## src/ewtk_pkg.sv

```systemverilog
package ewtk_pkg;

   localparam int STAMP_W = 32;
   localparam int EST_W = 44;
   localparam int COV_W = 24;
   localparam int DIST_W = 26;
   localparam int K_W = 17;
   localparam int NOISE_W = 22;
   localparam int SKIP_W = 4;
   localparam int FRAC_W = 16;
   localparam int PP_W = 25;
   localparam int DEN_W = 26;
   localparam int HALF_W = 22;

   // floor(x / 100) == (x * MAGIC) >> 37 for every 32-bit x
   localparam logic [31:0] PRESCALE_MAGIC = 32'h51EB_851F;
   localparam int PRESCALE_SHIFT = 37;
   localparam logic [K_W-1:0] ONE_Q16 = K_W'(65536);
   localparam logic [EST_W-1:0] EST_MAX = {EST_W{1'b1}};
   localparam logic [COV_W-1:0] COV_MAX = {COV_W{1'b1}};
   localparam logic [DIST_W-1:0] DIST_MAX = {DIST_W{1'b1}};

   // floor(x / 125) == (x * DIV125_MAGIC) >> 33 for every 27-bit x
   localparam int QDIV_W = 27;
   localparam logic [QDIV_W-1:0] DIV125_MAGIC = QDIV_W'(68719477);
   localparam int DIV125_SHIFT = 33;
   localparam logic [QDIV_W-1:0] DIV125 = QDIV_W'(125);
   localparam int ZLO_W = 20;
   // 65536 / 1000 == 8192 / 125
   localparam int MEAS_SHIFT = 13;
   localparam int Z_LAT = 4;

   localparam logic [1:0] REG_SKIP = 2'd0;
   localparam logic [1:0] REG_QNOISE = 2'd1;
   localparam logic [1:0] REG_RNOISE = 2'd2;

   typedef struct packed {
      logic [SKIP_W-1:0] skip_events;
      logic [NOISE_W-1:0] process_noise;
      logic [NOISE_W-1:0] measure_noise;
   } cfg_type;

   typedef struct packed {
      logic capture;
      logic scale;
      logic skip_inc;
      logic rise;
      logic push;
      logic copy;
      logic rank_step;
      logic z_start;
      logic k_start;
      logic div_step;
      logic mul;
      logic update;
      logic out_load;
   } cmd_type;

   typedef struct packed {
      logic skip;
      logic expect_rising;
      logic rank_done;
      logic z_done;
      logic div_last;
      logic out_free;
   } status_type;

endpackage

```

## src/ewtk_ctrl.sv

```systemverilog
module ewtk_ctrl (
   input  logic                 clock,
   input  logic                 reset,
   input  logic                 req_tvalid,
   output logic                 req_tready,
   input  ewtk_pkg::status_type status,
   output ewtk_pkg::cmd_type    cmd
);
   import ewtk_pkg::*;

   typedef enum logic [11:0] {
      ST_IDLE   = 12'b0000_0000_0001,
      ST_SCALE  = 12'b0000_0000_0010,
      ST_DECIDE = 12'b0000_0000_0100,
      ST_COPY   = 12'b0000_0000_1000,
      ST_RANK   = 12'b0000_0001_0000,
      ST_ZSTART = 12'b0000_0010_0000,
      ST_ZWAIT  = 12'b0000_0100_0000,
      ST_KSTART = 12'b0000_1000_0000,
      ST_KWAIT  = 12'b0001_0000_0000,
      ST_MUL    = 12'b0010_0000_0000,
      ST_UPDATE = 12'b0100_0000_0000,
      ST_OUT    = 12'b1000_0000_0000
   } state_type;

   state_type state_ff, state_in;

   always_comb begin
      state_in = state_ff;
      cmd = '0;
      unique case (state_ff)
         ST_IDLE: begin
            cmd.capture = req_tvalid;
            if (req_tvalid) state_in = ST_SCALE;
         end
         ST_SCALE: begin
            cmd.scale = 1'b1;
            state_in = ST_DECIDE;
         end
         ST_DECIDE: begin
            priority if (status.skip) begin
               cmd.skip_inc = 1'b1;
               state_in = ST_IDLE;
            end else if (status.expect_rising) begin
               cmd.rise = 1'b1;
               state_in = ST_IDLE;
            end else begin
               cmd.push = 1'b1;
               state_in = ST_COPY;
            end
         end
         ST_COPY: begin
            cmd.copy = 1'b1;
            state_in = ST_RANK;
         end
         ST_RANK: begin
            cmd.rank_step = 1'b1;
            if (status.rank_done) state_in = ST_ZSTART;
         end
         ST_ZSTART: begin
            cmd.z_start = 1'b1;
            state_in = ST_ZWAIT;
         end
         ST_ZWAIT: begin
            if (status.z_done) state_in = ST_KSTART;
         end
         ST_KSTART: begin
            cmd.k_start = 1'b1;
            state_in = ST_KWAIT;
         end
         ST_KWAIT: begin
            cmd.div_step = 1'b1;
            if (status.div_last) state_in = ST_MUL;
         end
         ST_MUL: begin
            cmd.mul = 1'b1;
            state_in = ST_UPDATE;
         end
         ST_UPDATE: begin
            cmd.update = 1'b1;
            state_in = ST_OUT;
         end
         ST_OUT: begin
            if (status.out_free) begin
               cmd.out_load = 1'b1;
               state_in = ST_IDLE;
            end
         end
         default: state_in = ST_IDLE;
      endcase
   end

   always_ff @(posedge clock) begin
      if (reset) begin
         state_ff <= ST_IDLE;
      end else begin
         state_ff <= state_in;
      end
   end

   assign req_tready = state_ff == ST_IDLE;

endmodule

```

## config.mk

```make
export PLATFORM = sky130hd
export DESIGN_NAME = ewtk_ctrl
export DESIGN_NICKNAME = d
export VERILOG_FILES = /design/src/ewtk_pkg.sv /design/src/ewtk_ctrl.sv
export SDC_FILE = /design/constraint.sdc
export NUM_CORES = 1
export LEC_CHECK = 0
export ABC_AREA = 1
export BUFFER_PORTS_ARGS = -buffer_cell sky130_fd_sc_hd__buf_4
export CORE_MARGIN = 2
export CORE_UTILIZATION = 55
export CTS_CLUSTER_SIZE = 10
export DETAILED_ROUTE_END_ITERATION = 16
export PLACE_DENSITY_LB_ADDON = 0.12
export SKIP_CTS_REPAIR_TIMING = 1
export SLEW_MARGIN = 20
export SYNTH_ARGS = -nofsm -noshare
export SYNTH_HDL_FRONTEND = slang
export SYNTH_SLANG_ARGS = --single-unit
export TNS_END_PERCENT = 20
```

## constraint.sdc

```tcl
create_clock -name clock -period 2.3 [get_ports clock]
set_clock_uncertainty 0.15 [all_clocks]
set_input_delay 0.345 -clock clock [delete_from_list [all_inputs] [get_ports clock]]
set_output_delay 0.345 -clock clock [all_outputs]
set_load 0.05 [all_outputs]
```

## Word level (Yosys, flattened, before mapping)

Cells that the tools add are included.

| storage, ports and cells | value |
|---|---|
| output and inout bits | 14 |
| word-level logic and storage cells | 43 |
| bits in registers | 12 |

| operators by class | value |
|---|---|
| muxes and demuxes | 24 |
| eq/ne operators | 17 |
| reductions and logical operators | 1 |

Operators by type and width:

| cell | count |
|---|---|
| $pmux 12 s12 | 1 |
| $mux 12 | 6 |
| $mux 1 | 14 |
| $eq 12x1->1 const B | 1 |
| $eq 12x10->1 const B | 1 |
| $eq 12x11->1 const B | 1 |
| $eq 12x12->1 const B | 1 |
| $eq 12x2->1 const B | 1 |
| $eq 12x3->1 const B | 1 |
| $eq 12x4->1 const B | 1 |
| $eq 12x5->1 const B | 1 |
| $eq 12x6->1 const B | 1 |
| $eq 12x7->1 const B | 1 |
| $eq 12x8->1 const B | 1 |
| $eq 12x9->1 const B | 1 |
| $ne 2x2->1 const B | 5 |
| $reduce_and 5->1 | 1 |
| $mux 4 | 1 |
| $mux 3 | 1 |
| $mux 2 | 1 |

## Depth between registers and ports, before layout

| depth | value |
|---|---|
| depth in word-level cells | 3 |
| depth in mapped cells | 10 |
| gate-level depth less buffers | 10 |

## Least setup slack after synthesis

OpenSTA, ideal clock, no wires.

| timing | value |
|---|---|
| path type | flip-flop to output port |
| start point | reg state_ff[8] |
| end point | out cmd[11] in the netlist's numbering |
| setup slack | -349 ps |
| arrival | 2154 ps |
| path buffers | 0 |
| cell stages (with the launch flop) | 4 |
| path through | dfxtp_1 > nor2_2 > nand2_4 > nor4_1 |

RTL lines:

| item | RTL line | text |
|---|---|---|
| start: declaration | ewtk_ctrl.sv:26 | `state_type state_ff, state_in;` |
| start signal: assignment | ewtk_ctrl.sv:97 | `state_ff <= state_in;` |
| end: declaration | ewtk_ctrl.sv:7 | `output ewtk_pkg::cmd_type cmd` |

==> summary.md <==
| Metric | Value |
|---|---|
| Status | complete, no violations |
| Cell count after synthesis | 139 |
| Fin. max-slew vios | 0 |
| Worst path slowest cell | dfxtp_1 |
| Post-route DRC violation count | 0 |
| Adder-cell area share of the yosys netlist | 0% |
| Ys Warns | 0 |
| Synthesized area per cell | about 6.2 sq um |
| Largest family of logic cells by synthesized area | simple AND/OR/NAND/NOR gates |
| Total global routing overflow | 0 |
| GPL Wtd Cong | 0.867 |
| N_diodes | 0 |
| Fmax achieved | 0.480 GHz |
| Number of global-route vias before repair | around 820 |
| Critical Path Fanout Max | 6 |
| Largest net degree at the start of global routing | 9 |
| Hold WC Path Type | primary input to register |
| Busiest grt layer | met2 |
| Slew @ Worst Pin | 0.378 ns |
| XOR/XNOR Fraction of Synth Area | 0% |
| Seq cells post-synth | 12 |
| Core ar. | about 1500 sq um |
| Drt initial violations | 18 |
| Regs by FF count | state_ff x12 |
| Buffers on Ports | 22 |
| Leak | 0.653 nW |
| Final critical-path required period | 2.08 ns |
| Io pins | 23 |
| Largest buffer count on any clock path | 2 |
| Power per cell area | between 900 and 1000 nW/um^2 |
| Peak VDD IR | about 1100 uV |
| H-tree depth | 1 |
| DP Area | 1060 sq um |
| Row Count | 14 |
| Pre-antenna DRT Iters | 4 |
| CTS tree | yes |
| Tot Pwr | 1.00 mW |
| Mux cell area share after synthesis | 0% |
| WL per Instance | about 11 microns |
| Max FFs per register | 12 |
| Area grow syn2layout | 24.6% |
| CTS Buf Count | 3 |
| Vias/cell | 4.98 |
| Syn nets | 148 |
| Starting Density | around three fifths |
| Nets | about 180 |
| HPWL Detailed | 1600 microns |
| Share of post-route cells with drive strength above 1 | 27.4% |
| Crit end category | output pin |
| GR Util met1 | a little over a quarter |
| Global-route wire length before repair | around 3400 microns |
| Simple-gate area share of the yosys netlist | 54.3% |
| CP arrival | 1.59 ns |
| Met2 Use GR | approximately 43% |
| Hold_ws | 0.130 ns |
| Required time worst endpoint | about 1.8 ns |
| Crit Path Category | register to output pin |
| Crit-path cells | nor2_2, nand2_4, nor2_4, nand2_1, nor3_1, buf_4 |
| RSZ-0062 raised after global routing | false |
| Seq/Total Area, Yosys | between 20% and 30% |
| Clock root buffer | clkbuf_4 |
| Delay-heaviest family, CP | simple AND/OR/NAND/NOR gates |
| Clk sinks | 12 |
| Complex-gate fraction of the synthesized area | under 10% |
| All-Layer GR Usage | a little under a quarter |
| Max stage delay on crit path | 0.34 ns |
| Final hold violation count | 0 |
| Clk_lat worst skew | ~0.27 ns |
| Post-Syn Area | 868 sq um |
| Post-route cell area | ~1100 sq um |
| Antenna Violating Nets Remaining | 0 |
| Clk pin slew, worst setup/hold paths | about 0.070 ns |
| Startpoint types | register |
| Post-Route WL | 1920 microns |
| M3 GR Usage | about 5.4% |
| Final setup viols | 0 |
| Initial antenna violation count | 0 |
| Slew headroom | 74.6% |
| Die Height | 43.7 microns |
| Horiz. Die Dim | 43.7 microns |
| Cell variety after synth | 20 |
| Total die area | 1910 sq um |
| Final worst path period share | 90.5% |
| Max Cap Violations | 0 |
| Bufs and invs on worst path | 1 |
| Most flops, register | state_ff |
| Via Count | 896 |
where the power goes:
group          switching (mW)  internal (mW)
logic                   0.423          0.188
registers              0.0244          0.239
clock network          0.0644         0.0606
cells by family after synthesis:
group | Yosys count
simple gates | 87
buf+inv | 35
flops | 12
compound gates | 5
synth_stat cells:
cell,number,area (sq um)
inv_1,35,131
nand2_1,33,124
nor2_1,19,71.3
dfxtp_1,12,240
nor3_1,7,35.0
nand3_1,6,30.0
nand3_2,4,40.0
nand2_2,3,18.8
nor2_2,3,18.8
nor2_4,3,33.8
a21oi_1,2,10.0
nand2_4,2,22.5
nor4_1,2,12.5
o21ai_1,2,10.0
nand3_4,1,17.5
nand3b_2,1,11.3
nand4_1,1,6.26
nor2_8,1,20.0
nor3_2,1,10.0
o21ai_0,1,5.00
through the flow:
stage	setup TNS [ns]	setup slack, ns	instances	utilization (%)
2_1_floorplan	-0.0887	-0.0887	139	-
3_3_place_gp	0	0.587	177	71.2
3_5_place_dp	0	0.529	177	71.2
4_1_cts	0	0.220	180	72.7
5_1_grt	0	0.0767	180	72.7
6_report	0	0.218	180	72.7
path summary, 6_finish.rpt:
check / startpoint / to / slack [ns] / cells after the start
min reg2reg: state_ff[6] / state_ff[6] / 0.45 / 4
max: state_ff[8] / cmd[9] / 0.22 / 6
max reg2reg: state_ff[0] / state_ff[0] / 0.76 / 10
min: reset / state_ff[8] / 0.13 / 2
final cells by class:
| cell class | count | area, sq um |
|---|---|---|
| clock buffer | 3 | 22.5 |
| fill | 124 | 407 |
| inverter | 35 | 131 |
| multi-input combinational | 92 | 503 |
| sequential | 12 | 240 |
| tap | 16 | 20.0 |
| timing repair buffer | 22 | 165 |
routing by layer:
metal,wire length [microns],vias to the layer above
met1,832,397
met2,973,26
li1,-,471
met5,0,-
met4,11,0
met3,97,2
cell usage in the layout (no fill, tap or decap):
master,netlist,final
inv_1,35,35
nand2_1,33,33
buf_4,0,22
nor2_1,19,19
dfxtp_1,12,12
nor3_1,7,7
nand3_1,6,6
nand3_2,4,4
nor2_2,3,3
nand2_2,3,3
nor2_4,3,3
clkbuf_4,0,3
nand2_4,2,2
o21ai_1,2,2
a21oi_1,2,2
nor2_8,1,1
nor4_2,0,1
nor3_2,1,1
nand3b_2,1,1
nand3_4,1,1
o21ai_0,1,1
nand4_1,1,1
nor4_1,2,1
Power figures use the tool's default switching activity.
